$ cat config.mk
export PLATFORM = sky130hd
export DESIGN_NAME = lckbl_div
export DESIGN_NICKNAME = d
export VERILOG_FILES = /design/src/rtl/lckbl_pkg.sv /design/src/rtl/lckbl_div.sv
export SDC_FILE = /design/constraint.sdc
export NUM_CORES = 1
export LEC_CHECK = 0
export BUFFER_PORTS_ARGS = -buffer_cell sky130_fd_sc_hd__buf_2
export CORE_UTILIZATION = 60
export DETAILED_ROUTE_END_ITERATION = 10
export PLACE_DENSITY = 0.84
export SYNTH_ARGS = -nofsm -noshare
export SYNTH_HDL_FRONTEND = slang
export SYNTH_SLANG_ARGS = --single-unit
$ cat constraint.sdc
create_clock -name clk_i -period 9.6 [get_ports clk_i]
set_clock_uncertainty 0.2 [all_clocks]
set_input_delay 0 -clock clk_i [delete_from_list [all_inputs] [get_ports clk_i]]
set_output_delay 0 -clock clk_i [all_outputs]
set_load 0.02 [all_outputs]
$ cat src/rtl/lckbl_pkg.sv
`default_nettype none
package lckbl_pkg;

  typedef enum logic [3:0] {
    ST_IDLE,
    ST_VOLT_DIV,
    ST_GAIN_DIV,
    ST_STEP_MUL,
    ST_ERR_MUL,
    ST_Q_MUL,
    ST_FORCE_MUL,
    ST_FORCE_DIV,
    ST_IDX_DIV,
    ST_CURVE,
    ST_OUT
  } state_e;

  typedef enum logic [2:0] {
    CFG_FULL_SCALE  = 3'd0,
    CFG_ZERO        = 3'd1,
    CFG_MAX_FORCE   = 3'd2,
    CFG_MEAS_NOISE  = 3'd3,
    CFG_PROC_NOISE  = 3'd4,
    CFG_CALIBRATING = 3'd5
  } cfg_idx_e;

  localparam int unsigned DIV_W = 48;

  // Control for the shared divider: start pulse and the operands.
  typedef struct packed {
    logic             start;
    logic [DIV_W-1:0] dividend;
    logic [DIV_W-1:0] divisor;
  } div_req_t;

  typedef struct packed {
    logic             done;
    logic [DIV_W-1:0] quotient;
  } div_rsp_t;

endpackage
`default_nettype wire

$ cat src/rtl/lckbl_div.sv
`default_nettype none
module lckbl_div
  import lckbl_pkg::*;
(
  input  wire logic     clk_i,
  input  wire logic     rst_ni,
  input  wire div_req_t req_i,
  output div_rsp_t      rsp_o
);

  localparam int unsigned CNT_W = $clog2(DIV_W + 1);

  logic [DIV_W-1:0] quo_q, quo_d, rem_q, rem_d, den_q, den_d;
  logic [CNT_W-1:0] cnt_q, cnt_d;
  logic             busy_q, busy_d, done_q, done_d;
  logic [DIV_W:0]   trial;

  // Restoring division, one quotient bit per cycle.
  always_comb begin
    quo_d  = quo_q;
    rem_d  = rem_q;
    den_d  = den_q;
    cnt_d  = cnt_q;
    busy_d = busy_q;
    done_d = 1'b0;
    trial  = {rem_q, quo_q[DIV_W-1]} - {1'b0, den_q};
    if (req_i.start) begin
      quo_d  = req_i.dividend;
      rem_d  = '0;
      den_d  = req_i.divisor;
      cnt_d  = CNT_W'(DIV_W);
      busy_d = 1'b1;
    end else if (busy_q) begin
      if (!trial[DIV_W]) begin
        rem_d = trial[DIV_W-1:0];
        quo_d = {quo_q[DIV_W-2:0], 1'b1};
      end else begin
        rem_d = {rem_q[DIV_W-2:0], quo_q[DIV_W-1]};
        quo_d = {quo_q[DIV_W-2:0], 1'b0};
      end
      cnt_d = cnt_q - 1'b1;
      if (cnt_q == CNT_W'(1)) begin
        busy_d = 1'b0;
        done_d = 1'b1;
      end
    end
  end

  always_ff @(posedge clk_i or negedge rst_ni) begin
    if (!rst_ni) begin
      busy_q <= 1'b0;
      done_q <= 1'b0;
      cnt_q  <= '0;
    end else begin
      busy_q <= busy_d;
      done_q <= done_d;
      cnt_q  <= cnt_d;
    end
  end

  always_ff @(posedge clk_i) begin
    quo_q <= quo_d;
    rem_q <= rem_d;
    den_q <= den_d;
  end

  assign rsp_o.done     = done_q;
  assign rsp_o.quotient = quo_q;

endmodule
`default_nettype wire

==> results of run 1 <==
metal layers:
layer / part of all wire [%] / up-vias / GRT usage (%)
met1: 39 / 3776 / 36.8
met3: 5.6 / 92 / 5.71
li1: - / 3757 / -
met5: 0 / - / 0
met2: 51 / 339 / 58.3
met4: 4.3 / 0 / 18.7
cell usage in the layout, fill, tap and decap left out, types with 5 or more instances in the layout:
| cell | instances |
|---|---|
| sky130_fd_sc_hd__mux2i_1 | 35 |
| sky130_fd_sc_hd__nor4_1 | 7 |
| sky130_fd_sc_hd__ha_1 | 50 |
| sky130_fd_sc_hd__a21oi_1 | 59 |
| sky130_fd_sc_hd__nand2_1 | 54 |
| sky130_fd_sc_hd__dfrtp_1 | 7 |
| sky130_fd_sc_hd__o21bai_1 | 13 |
| sky130_fd_sc_hd__o21ai_0 | 33 |
| sky130_fd_sc_hd__buf_4 | 7 |
| sky130_fd_sc_hd__buf_2 | 146 |
| sky130_fd_sc_hd__o311ai_0 | 5 |
| sky130_fd_sc_hd__nor2_1 | 78 |
| sky130_fd_sc_hd__inv_6 | 6 |
| sky130_fd_sc_hd__dlygate4sd3_1 | 100 |
| sky130_fd_sc_hd__nand4_1 | 16 |
| sky130_fd_sc_hd__nand3_1 | 27 |
| sky130_fd_sc_hd__o211ai_1 | 5 |
| sky130_fd_sc_hd__mux2_2 | 47 |
| sky130_fd_sc_hd__and3_1 | 5 |
| sky130_fd_sc_hd__o21a_1 | 5 |
| sky130_fd_sc_hd__clkbuf_16 | 17 |
| sky130_fd_sc_hd__nor3_1 | 9 |
| sky130_fd_sc_hd__o31ai_1 | 9 |
| sky130_fd_sc_hd__and2_1 | 8 |
| sky130_fd_sc_hd__nand2b_1 | 5 |
| sky130_fd_sc_hd__a21o_1 | 19 |
| sky130_fd_sc_hd__dfxtp_1 | 48 |
| sky130_fd_sc_hd__a211oi_1 | 33 |
| sky130_fd_sc_hd__edfxtp_1 | 96 |
| sky130_fd_sc_hd__xor2_1 | 14 |
| sky130_fd_sc_hd__xnor2_1 | 28 |
| sky130_fd_sc_hd__inv_1 | 66 |
registers in the layout, summed over array words and instances (netlist names):
signal	flops
den_q	48
quo_q	48
rem_q	48
cnt_q	6
busy_q	1
done_q	1
final timing paths:
kind	slack, ns	from	cells past startpoint	endpoint
setup reg to reg	4.26	quo_q[47]$_DFFE_PP_	14	quo_q[0]$_DFFE_PP_
max in group asynchronous	8.60	rst_ni	3	busy_q$_DFF_PN0_
min in group asynchronous	0.31	rst_ni	3	cnt_q[0]$_DFFE_PN0P_
setup / recovery	4.26	quo_q[47]$_DFFE_PP_	14	quo_q[0]$_DFFE_PP_
hold reg to reg	0.29	rem_q[13]$_SDFFE_PP0P_	2	rem_q[13]$_SDFFE_PP0P_
hold / removal	0.06	req_i[27]	2	den_q[27]$_DFFE_PP_
area by class of cell:
class | instances | area (um2) | share of cell area [%]
Clock inverter | 13 | 109 | 0.955
Inverter | 67 | 251 | 2.21
Tap cell | 184 | 230 | 2.02
Multi-Input combinational cell | 632 | 4540 | 39.9
Sequential cell | 152 | 4050 | 35.5
Clock buffer | 19 | 433 | 3.80
Timing Repair Buffer | 253 | 1780 | 15.7
metrics by stage:
stage / setup slack (ns) / hold slack [ns] / instance area [um2] / util [%]
finish: 4.26 / 0.0639 / 11400 / 77.8
global route: 4.04 / 0.0613 / 11400 / 77.8
CTS: 4.41 / 0.0511 / 11400 / 77.8
detailed placement: 4.75 / -0.348 / 9850 / 67.3
global placement: 4.90 / -0.346 / 9850 / 67.3
floorplan: 5.99 / -0.496 / 9050 / -
repair_timing:
action | in CTS | in global routing
hold buffers | 100 | 0
resized for setup | 0 | 0
buffers inserted | 0 | 0
hold endpoints to repair | 111 | 0
critical path: stages (launching register included):
cell                            delay (ns)
sky130_fd_sc_hd__edfxtp_1             0.40
sky130_fd_sc_hd__inv_1                0.07
sky130_fd_sc_hd__ha_1                 0.21
sky130_fd_sc_hd__inv_1                0.10
sky130_fd_sc_hd__fa_1                 0.25
sky130_fd_sc_hd__a21oi_1              0.12
sky130_fd_sc_hd__o211a_1              0.29
sky130_fd_sc_hd__or4_4                0.54
sky130_fd_sc_hd__a2111oi_4            0.37
sky130_fd_sc_hd__o21ba_2              0.21
sky130_fd_sc_hd__o2111ai_1            0.13
sky130_fd_sc_hd__nand3b_1             0.79
sky130_fd_sc_hd__buf_4                0.68
sky130_fd_sc_hd__o21ai_0              0.15
sky130_fd_sc_hd__dlygate4sd3_1        0.58
kinds of logic after synthesis:
family                   after synthesis  share of synthesized area, %
AO/OA/AOI/OAI                        219                          16.6
XOR/XNOR                              42                          4.06
buffers and inverters                116                          5.13
adder cells (fa/ha/maj)               51                          7.13
multiplexers                          82                          9.72
AND/OR/NAND/NOR                      238                          12.7
flip-flops                           152                          44.7
power by group:
| group | internal (mW) | switching [mW] |
|---|---|---|
| Combinational | 0.125 | 0.155 |
| Clock | 0.337 | 0.299 |
| Sequential | 0.746 | 0.0277 |
| Total | 1.21 | 0.482 |
==> Implementation_results.wiki, run 1 <==
{| class="wikitable"
! Metric !! Value
|-
| Count of filler cells inserted in the layout || 916
|-
| Post-route clock period utilization || 55.6%
|-
| Most area-hungry cell type in the Yosys netlist || sky130_fd_sc_hd__edfxtp_1
|-
| Buffer levels on the longest clock path || 2
|-
| Number of violations reported at the end of detailed-routing iteration 0 || 669
|-
| Violated checks || DRC
|-
| Overall routed net length || 24.4 mm
|-
| Maximum number of pins on one net before global-route repair || 80
|-
| Worst hold-check path type || in2reg
|-
| First-pass GRT wire length || a little under 40 mm
|-
| Gr usage total || between 30% and 40%
|-
| TritonCTS sink count || 152
|-
| Row cnt || 44
|-
| Relative slew margins || 31.2%
|-
| Layout cells sized above 1 || between 20% and 30%
|-
| Actual transition at the worst max-transition pin || 1.03 ns
|-
| Data arrival, critical path || 5.34 ns
|-
| Initial antenna violation count || 0
|-
| 1st-pass router iterations || 9
|-
| Setup repair after global routing missed its margin || no
|-
| Critical Path End Type || flip-flop
|-
| DRT antenna net count || 0
|-
| CP max FO || 49
|-
| Commonest cells post-synth || 96 x sky130_fd_sc_hd__edfxtp_1, 78 x sky130_fd_sc_hd__nor2_1, 67 x sky130_fd_sc_hd__inv_1, 59 x sky130_fd_sc_hd__a21oi_1, 54 x sky130_fd_sc_hd__nand2_1
|-
| Placed instance count || 1,188
|-
| Total Power Consumption || 1.69 mW
|-
| Netlist Area Pre-Place || 9050 um2
|-
| Cell types with the largest area share after synthesis || sky130_fd_sc_hd__edfxtp_1 32%, sky130_fd_sc_hd__dfxtp_1 11%, sky130_fd_sc_hd__ha_1 6.9%, sky130_fd_sc_hd__mux2_2 5.8%, sky130_fd_sc_hd__mux2i_1 3.9%
|-
| Total setup violations reported at the end of the flow || 0
|-
| Number of flip-flops and latches in the synthesized netlist || 152
|-
| Sequential share of the synthesized area || approximately 45%
|-
| Signed area change from the synthesized netlist to the final layout || 25.9%
|-
| Warnings, synthesis || 0
|-
| Vias after detailed routing || 7,964
|-
| CTS buffer count || 17
|-
| Worst-Skew Late Latency || 0.45 ns
|-
| Post-synth ARST share || under 10%
|-
| Net Count, Synth || roughly 1,100
|-
| Required time at the endpoint of the critical path || roughly 9.6 ns
|-
| Top-Level Pins || 148
|-
| Post-Synthesis Mean Instance Area || around 10 um2
|-
| Die height || 125 um
|-
| Type of origin of the critical path || flip-flop
|-
| Number of enable-type register cells in the synthesized netlist || 96
|-
| Fmax || 0.187 GHz
|-
| Clock input transition at the sequential cells of the worst setup and hold paths || 0.07 ns
|-
| Total number of nets in the final design || between 1,000 and 1,500
|-
| Max-slew violation count || 0
|-
| Core region area || 14,600 um2
|-
| PwrDens || roughly 150 nW/um2
|-
| Post-detailed-route via-to-cell ratio || 6.03
|-
| Number of input and output port buffers inserted || between 100 and 150
|-
| Number of instances in the synthesized netlist || 900
|-
| Final estimated routing congestion in global placement || between 0.9 and 1
|-
| Outcome || finished, violations left
|-
| Worst-case vdd ir drop || 0.000149 V
|-
| Vias in the first global route || approximately 7,900
|-
| H-tree levels || 4
|-
| Final Hold Fails || 0
|-
| Post-Route Setup TNS || 0 ns
|-
| Die X-Extent || 125 um
|-
| Maxcap violations || 0
|-
| Number of antenna diodes || 0
|-
| CTS tree || done
|-
| Synth cell types || 67
|-
| Clock period minus worst slack || 5.34 ns
|-
| Main synth FF type || sky130_fd_sc_hd__edfxtp_1
|-
| Cell with the most instances after synthesis || sky130_fd_sc_hd__edfxtp_1
|-
| DRC Markers || 12
|-
| Final HPWL DP || 14.5 mm
|-
| Clk Tree Root Cell || sky130_fd_sc_hd__clkbuf_16
|-
| Starting density of the core || 61.8%
|-
| Type of the setup path with the least slack || reg2reg
|-
| Total congestion overflow after global routing || 0
|-
| Area share of the largest cell type after synthesis || a little under a third
|-
| Die Footprint || 15,600 um2
|-
| Filler-free cell count of the finished design || 1,320
|-
| Detail-routed net length per standard cell || 18.5 um
|-
| Leakage dissipation || between 5 and 6 nW
|}
(Power assumes the default switching activity.)
==> run 2: changes to the inputs <==
CORE_UTILIZATION = 52   (was 60)
PLACE_DENSITY = 0.77   (was 0.84)
clock period = 4.6 ns   (was 9.6 ns; I/O delays follow)
==> Implementation_results.wiki, run 2 (synthesis results as in run 1) <==
{| class="wikitable"
! Metric !! Value
|-
| Outcome || completed
|-
| Final estimated routing congestion in global placement || 0.940 (+0.64%)
|-
| PostCTS Resize Cnt || 0 (unchanged)
|-
| PwrDens || 310 nW/um2 (+110%)
|-
| H-tree levels || 4 (unchanged)
|-
| Buffer levels on the longest clock path || 2 (unchanged)
|-
| Maximum number of pins on one net before global-route repair || 79 (-1.3%)
|-
| Total setup violations reported at the end of the flow || 0 (unchanged)
|-
| Die Footprint || 17,900 um2 (+15%)
|-
| Initial antenna violation count || 1 (+1)
|-
| DRT antenna net count || 0 (unchanged)
|-
| CTS tree || done
|-
| Leakage dissipation || 5.21 nW (+0.44%)
|-
| Row cnt || 47 (+6.8%)
|-
| Most common cell after layout, fill and taps aside || sky130_fd_sc_hd__buf_2
|-
| Maxcap violations || 0 (unchanged)
|-
| Post-Place Worst Slack || 0.545 ns (-4.20 ns)
|-
| Starting density of the core || 53.8% (-8.0 points)
|-
| Total congestion overflow after global routing || 0 (unchanged)
|-
| Critical Path End Type || flip-flop
|-
| First-pass GRT wire length || 37.3 mm (-5.2%)
|-
| Worst-Skew Late Latency || 0.44 ns (about the same)
|-
| Die height || 134 um (+7.3%)
|-
| Relative slew margins || 22.7% (-8.6 points)
|-
| Final HPWL DP || 14.7 mm (+0.89%)
|-
| Total number of nets in the final design || 1,274 (+0.079%)
|-
| Actual transition at the worst max-transition pin || 1.16 ns (+0.127 ns)
|-
| Post-route clock period utilization || 89.9% (+34 points)
|-
| Required time at the endpoint of the critical path || 4.72 ns (-4.88 ns)
|-
| Final Hold Fails || 0 (unchanged)
|-
| Post-Route Setup TNS || 0 ns (unchanged)
|-
| Number of violations reported at the end of detailed-routing iteration 0 || 715 (+6.9%)
|-
| Clock period minus worst slack || 4.14 ns (-1.20 ns)
|-
| Vias in the first global route || 7,675 (-2.5%)
|-
| Final Hold Slack || 0.0618 ns (-0.00207 ns)
|-
| Hold-fix buffers, CTS || 99 (-1.0%)
|-
| Vias after detailed routing || 7,685 (-3.5%)
|-
| Detail-routed net length per standard cell || 16.8 um (-9.3%)
|-
| Type of the setup path with the least slack || reg2reg
|-
| Gr usage total || 26.4% (-6.3 points)
|-
| Switching power of the nets || 1.02 mW (+110%)
|-
| Worst path setup slack after routing || 0.463 ns (-3.80 ns)
|-
| Post-CTS Repair Setup Buffers || 0 (unchanged)
|-
| Clk Tree Root Cell || sky130_fd_sc_hd__clkbuf_16
|-
| Placed instance count || 1,226 (+3.2%)
|-
| Clock input transition at the sequential cells of the worst setup and hold paths || 0.07 ns (about the same)
|-
| Worst-case vdd ir drop || 0.000375 V (+150%)
|-
| Clock share of power || 38.6% (+1.0 points)
|-
| Post-detailed-route via-to-cell ratio || 5.66 (-6.2%)
|-
| CP max FO || 22 (-55%)
|-
| Highest-count cells in the layout ignoring fill and taps || 146 x sky130_fd_sc_hd__buf_2, 99 x sky130_fd_sc_hd__dlygate4sd3_1, 96 x sky130_fd_sc_hd__edfxtp_1
|-
| Die X-Extent || 134 um (+7.3%)
|-
| Worst hold-check path type || in2reg
|-
| Setup repair after global routing missed its margin || no
|-
| Count of filler cells inserted in the layout || 1,311 (+43%)
|-
| Overall routed net length || 22.8 mm (-6.7%)
|-
| TritonCTS sink count || 152 (unchanged)
|-
| Internal power contribution || 2.54 mW (+110%)
|-
| Switching share of power || 28.6% (+0.15 points)
|-
| Filler-free cell count of the finished design || 1,358 (+2.9%)
|-
| Fmax || 0.242 GHz (+29%)
|-
| Biggest regs || den_q (48), quo_q (48), rem_q (48)
|-
| Layout cells sized above 1 || 21.5% (+0.33 points)
|-
| Number of input and output port buffers inserted || 147 (unchanged)
|-
| Top-Level Pins || 148 (unchanged)
|-
| Data arrival, critical path || 4.26 ns (-1.08 ns)
|-
| Sequential share of power || 45.2% (-0.6 points)
|-
| Signed area change from the synthesized netlist to the final layout || 26.9%
|-
| Share of total power in combinational logic || 16.2% (-0.4 points)
|-
| DRC Markers || 0 (-12)
|-
| Max-slew violation count || 0 (unchanged)
|-
| Core region area || 16,800 um2 (+15%)
|-
| CTS buffer count || 17 (unchanged)
|-
| 1st-pass router iterations || 7 (-2)
|-
| Type of origin of the critical path || flip-flop
|}
## run 2: worst paths after layout
path / start / end / slack, ns / cells after the start
max reg2reg: quo_q[47]$_DFFE_PP_ / rem_q[3]$_SDFFE_PP0P_ / 0.46 / 14
min reg2reg: rem_q[44]$_SDFFE_PP0P_ / rem_q[44]$_SDFFE_PP0P_ / 0.30 / 2
min: req_i[25] / den_q[25]$_DFFE_PP_ / 0.06 / 2
min in group asynchronous: rst_ni / cnt_q[2]$_DFFE_PN0P_ / 0.35 / 3
max in group asynchronous: rst_ni / busy_q$_DFF_PN0_ / 3.56 / 3
max: quo_q[47]$_DFFE_PP_ / rem_q[3]$_SDFFE_PP0P_ / 0.46 / 14
## run 2: power by group through the flow
stage / combinational [mW] / clock, mW / sequential (mW)
6_report: 0.576 / 1.37 / 1.61
5_1_grt: 0.622 / 1.45 / 1.62
4_1_cts: 0.562 / 1.39 / 1.60
3_5_place_dp: 0.493 / 0 / 1.63
3_3_place_gp: 0.484 / 0 / 1.63
2_1_floorplan: 0.277 / 0 / 1.68
## run 2: metal layers
layer  share of wire, %  track usage [%]
met1                 42             32.3
met2                 51             46.2
met3                4.9             5.48
met4                2.2             8.71
met5                  0                0
## run 2: through the flow
step | total power [mW] | util (%) | cell area, um2
2_1_floorplan | 1.96 | - | 9050
3_3_place_gp | 2.11 | 58.9 | 9910
3_5_place_dp | 2.13 | 58.9 | 9910
4_1_cts | 3.56 | 68.3 | 11500
5_1_grt | 3.69 | 68.3 | 11500
6_report | 3.56 | 68.3 | 11500
## run 2: layout make-up
type | count | area, um2 | area share (%)
Inverter | 67 | 251 | 2.19
Clock buffer | 17 | 425 | 3.70
Sequential cell | 152 | 4050 | 35.2
Antenna cell | 1 | 2.50 | 0.0218
Tap cell | 220 | 275 | 2.40
Multi-Input combinational cell | 632 | 4540 | 39.6
Timing Repair Buffer | 254 | 1790 | 15.6
Clock inverter | 15 | 150 | 1.31
## run 2: critical path, cell delays in order, from the launching register on
cell	delay, ns
sky130_fd_sc_hd__edfxtp_1	0.36
sky130_fd_sc_hd__inv_1	0.06
sky130_fd_sc_hd__ha_1	0.20
sky130_fd_sc_hd__inv_1	0.07
sky130_fd_sc_hd__fa_1	0.21
sky130_fd_sc_hd__a21oi_1	0.09
sky130_fd_sc_hd__o211a_1	0.27
sky130_fd_sc_hd__or4_4	0.53
sky130_fd_sc_hd__a2111oi_4	0.37
sky130_fd_sc_hd__o21ba_2	0.23
sky130_fd_sc_hd__o2111ai_1	0.13
sky130_fd_sc_hd__nand3b_1	0.45
sky130_fd_sc_hd__buf_4	0.39
sky130_fd_sc_hd__mux2i_1	0.13
sky130_fd_sc_hd__a211oi_1	0.32
==> run 3: changes to the inputs <==
CELL_PAD_IN_SITES_DETAIL_PLACEMENT = 1   (was unset)
CELL_PAD_IN_SITES_GLOBAL_PLACEMENT = 1   (was unset)
CORE_UTILIZATION = 40   (was 52)
==> Implementation_results.wiki, run 3 (synthesis results as in run 1) <==
{| class="wikitable"
! Metric !! Value
|-
| Outcome || completed
|-
| CP max FO || 23 (+4.5%)
|-
| Vias in the first global route || 8,484 (+11%)
|-
| Area taken by multi-input logic gates || 4540 um2 (unchanged)
|-
| Data arrival, critical path || 4.27 ns (about the same)
|-
| Die Footprint || 23,200 um2 (+30%)
|-
| Placed instance count || 1,285 (+4.8%)
|-
| CTS buffer count || 17 (unchanged)
|-
| R2R setup slack || 0.34 ns (-0.12 ns)
|-
| Clock input transition at the sequential cells of the worst setup and hold paths || 0.09 ns (+0.02 ns)
|-
| Switching power of the nets || 1.11 mW (+9.0%)
|-
| Final estimated routing congestion in global placement || 0.865 (-8.0%)
|-
| Worst path setup slack after routing || 0.339 ns (-0.124 ns)
|-
| Clock period minus worst slack || 4.26 ns (+0.124 ns)
|-
| PostCTS Resize Cnt || 0 (unchanged)
|-
| Critical Path End Type || flip-flop
|-
| Type of origin of the critical path || flip-flop
|-
| Highest-count cells in the layout ignoring fill and taps || 146 x sky130_fd_sc_hd__buf_2, 100 x sky130_fd_sc_hd__dlygate4sd3_1, 96 x sky130_fd_sc_hd__edfxtp_1
|-
| Leakage dissipation || 5.23 nW (+0.53%)
|-
| Number of input and output port buffers inserted || 147 (unchanged)
|-
| Length in cells of the worst reg-to-reg path || 14 (unchanged)
|-
| Final Hold Fails || 0 (unchanged)
|-
| Critical Path, Cell by Cell || inv_1, ha_1, inv_1, fa_1, a21oi_1, o211a_1, or4_4, a2111oi_4, o21ba_2, o2111ai_1, nand3b_1, buf_4, o21ai_0, dlygate4sd3_1
|-
| Actual transition at the worst max-transition pin || 1.11 ns (-0.0496 ns)
|-
| Worst-Skew Late Latency || 0.45 ns (about the same)
|-
| Total setup violations reported at the end of the flow || 0 (unchanged)
|-
| H-tree levels || 4 (unchanged)
|-
| Worst hold-check path type || in2reg
|-
| Layout cells sized above 1 || 21.5% (about the same)
|-
| DRT antenna net count || 0 (unchanged)
|-
| Post-detailed-route via-to-cell ratio || 5.60 (-1.1%)
|-
| Slowest cell delay on critical path || 0.59 ns (+0.06 ns)
|-
| Core region area || 22,000 um2 (+31%)
|-
| Fmax || 0.235 GHz (-2.9%)
|-
| Cell depth of the worst min-delay path || 2 (unchanged)
|-
| Initial antenna violation count || 2 (+1)
|-
| Die X-Extent || 152 um (+14%)
|-
| Gr usage total || 25.5% (-0.88 points)
|-
| Filler-free cell count of the finished design || 1,421 (+4.6%)
|-
| Crit. Startpoint || quo_q[47]$_DFFE_PP_
|-
| Hold worst-path end || den_q[41]$_DFFE_PP_
|-
| Share of total power in combinational logic || 16.3% (about the same)
|-
| Final HPWL DP || 17.7 mm (+21%)
|-
| Post-Route Setup TNS || 0 ns (unchanged)
|-
| Post-Place Worst Slack || 0.585 ns (+0.0403 ns)
|-
| 1st-pass router iterations || 7 (unchanged)
|-
| Top-Level Pins || 148 (unchanged)
|-
| Worst-case vdd ir drop || 0.000283 V (-25%)
|-
| Storage element area || 4050 um2 (unchanged)
|-
| Total congestion overflow after global routing || 0 (unchanged)
|-
| Worst reg2reg path startpoint || quo_q[47]$_DFFE_PP_
|-
| Detail-routed net length per standard cell || 20.8 um (+24%)
|-
| Setup repair after global routing missed its margin || no
|-
| Internal power contribution || 2.60 mW (+2.5%)
|-
| Signed area change from the synthesized netlist to the final layout || 28.2%
|-
| Count of filler cells inserted in the layout || 2,458 (+87%)
|-
| Critical path's most frequent cell || sky130_fd_sc_hd__inv_1
|-
| Vias after detailed routing || 7,953 (+3.5%)
|-
| Clock share of power || 40.0% (+1.4 points)
|-
| Total number of nets in the final design || 1,275 (+0.078%)
|-
| Most common cell after layout, fill and taps aside || sky130_fd_sc_hd__buf_2
|-
| Starting density of the core || 41.1% (-13 points)
|-
| Max-slew violation count || 0 (unchanged)
|-
| PwrDens || 320 nW/um2 (+3.3%)
|-
| Overall routed net length || 29.5 mm (+29%)
|-
| Number of violations reported at the end of detailed-routing iteration 0 || 443 (-38%)
|-
| Required time at the endpoint of the critical path || 4.61 ns (-0.11 ns)
|-
| Type of the setup path with the least slack || reg2reg
|-
| Maxcap violations || 0 (unchanged)
|-
| DRC Markers || 0 (unchanged)
|-
| Row cnt || 54 (+15%)
|-
| TritonCTS sink count || 152 (unchanged)
|-
| Biggest regs || den_q (48), quo_q (48), rem_q (48)
|-
| Buffer levels on the longest clock path || 2 (unchanged)
|-
| Relative slew margins || 26.2% (+3.5 points)
|-
| First-pass GRT wire length || 46.0 mm (+23%)
|-
| Final Hold Slack || 0.0714 ns (+0.00954 ns)
|-
| CTS tree || done
|-
| Post-route clock period utilization || 92.6% (+2.7 points)
|-
| Hold wc startpoint || req_i[41]
|-
| CP max-delay cell || sky130_fd_sc_hd__dlygate4sd3_1
|-
| Die height || 152 um (+14%)
|-
| Sequential share of power || 43.6% (-1.6 points)
|-
| Clk Tree Root Cell || sky130_fd_sc_hd__clkbuf_16
|-
| Switching share of power || 29.9% (+1.3 points)
|-
| R2r endpoint || quo_q[0]$_DFFE_PP_
|-
| Maximum number of pins on one net before global-route repair || 79 (unchanged)
|}
run 3: cell types whose count changed in the layout (fill, tap and decap cells not counted):
cell                            previous run  this run
sky130_fd_sc_hd__inv_2                     0         1
sky130_fd_sc_hd__diode_2                   1         3
sky130_fd_sc_hd__inv_6                     6         3
sky130_fd_sc_hd__buf_4                     9         8
sky130_fd_sc_hd__bufinv_16                 0         1
sky130_fd_sc_hd__inv_8                     4         7
sky130_fd_sc_hd__clkinvlp_4                2         0
sky130_fd_sc_hd__buf_6                     0         1
sky130_fd_sc_hd__dlygate4sd3_1            99       100
run 3: repair_timing:
item	in CTS	in global routing
endpoints found under the hold margin	131	0
setup buffers	0	1
hold buffers	100	0
endpoints found under the setup margin	0	1
run 3: per-layer routing:
layer	share of wire, %	track usage (%)	wire [um]	vias up
met5	0	0	0	-
met4	3.6	12.0	1070	0
met3	3.4	5.18	1010	67
met2	52	46.6	15400	201
met1	41	28.4	12100	3919
li1	-	-	-	3766
run 3: critical path: cells and delay by family (launching register included):
| family | cells | cell delay, ns |
|---|---|---|
| AO/OA/AOI/OAI | 6 | 1.27 |
| flip-flops | 1 | 0.38 |
| buffers and inverters | 4 | 1.05 |
| adder cells (fa/ha/maj) | 2 | 0.44 |
| AND/OR/NAND/NOR | 2 | 0.69 |
run 3: per-stage QoR:
stage | util, % | power (mW) | instance area (um2)
6_report | 52.7 | 3.71 | 11600
5_1_grt | 52.7 | 3.83 | 11600
4_1_cts | 52.6 | 3.67 | 11600
3_5_place_dp | 45.3 | 2.14 | 9990
3_3_place_gp | 45.3 | 2.12 | 9990
2_1_floorplan | - | 1.96 | 9050
run 3: how the worst max path moves through the flow:
| stage | end | slack [ns] | cells past startpoint |
|---|---|---|---|
| after detailed placement | rem_q[18]$_SDFFE_PP0P_ | 0.58 | 14 |
| after CTS | quo_q[0]$_DFFE_PP_ | 0.12 | 14 |
| final | quo_q[0]$_DFFE_PP_ | 0.34 | 14 |
| after floorplan | rem_q[39]$_SDFFE_PP0P_ | 0.99 | 14 |
| after global routing | quo_q[0]$_DFFE_PP_ | 0.20 | 14 |
| after global placement | rem_q[41]$_SDFFE_PP0P_ | 0.74 | 14 |
run 3: cell type report:
class	count	area share (%)
diodes	3	0.0647
clock buffers	17	3.67
clock inverters	15	1.52
inverters	67	2.17
multi-input cells	632	39.2
flip-flops and latches	152	34.9
well taps	280	3.02
repair buffers	255	15.5
run 3: power groups by stage:
stage	logic (mW)	clock network [mW]	registers [mW]
6_report	0.606	1.49	1.62
5_1_grt	0.647	1.56	1.63
2_1_floorplan	0.277	0	1.68
3_5_place_dp	0.507	0	1.64
3_3_place_gp	0.494	0	1.63
4_1_cts	0.584	1.48	1.61
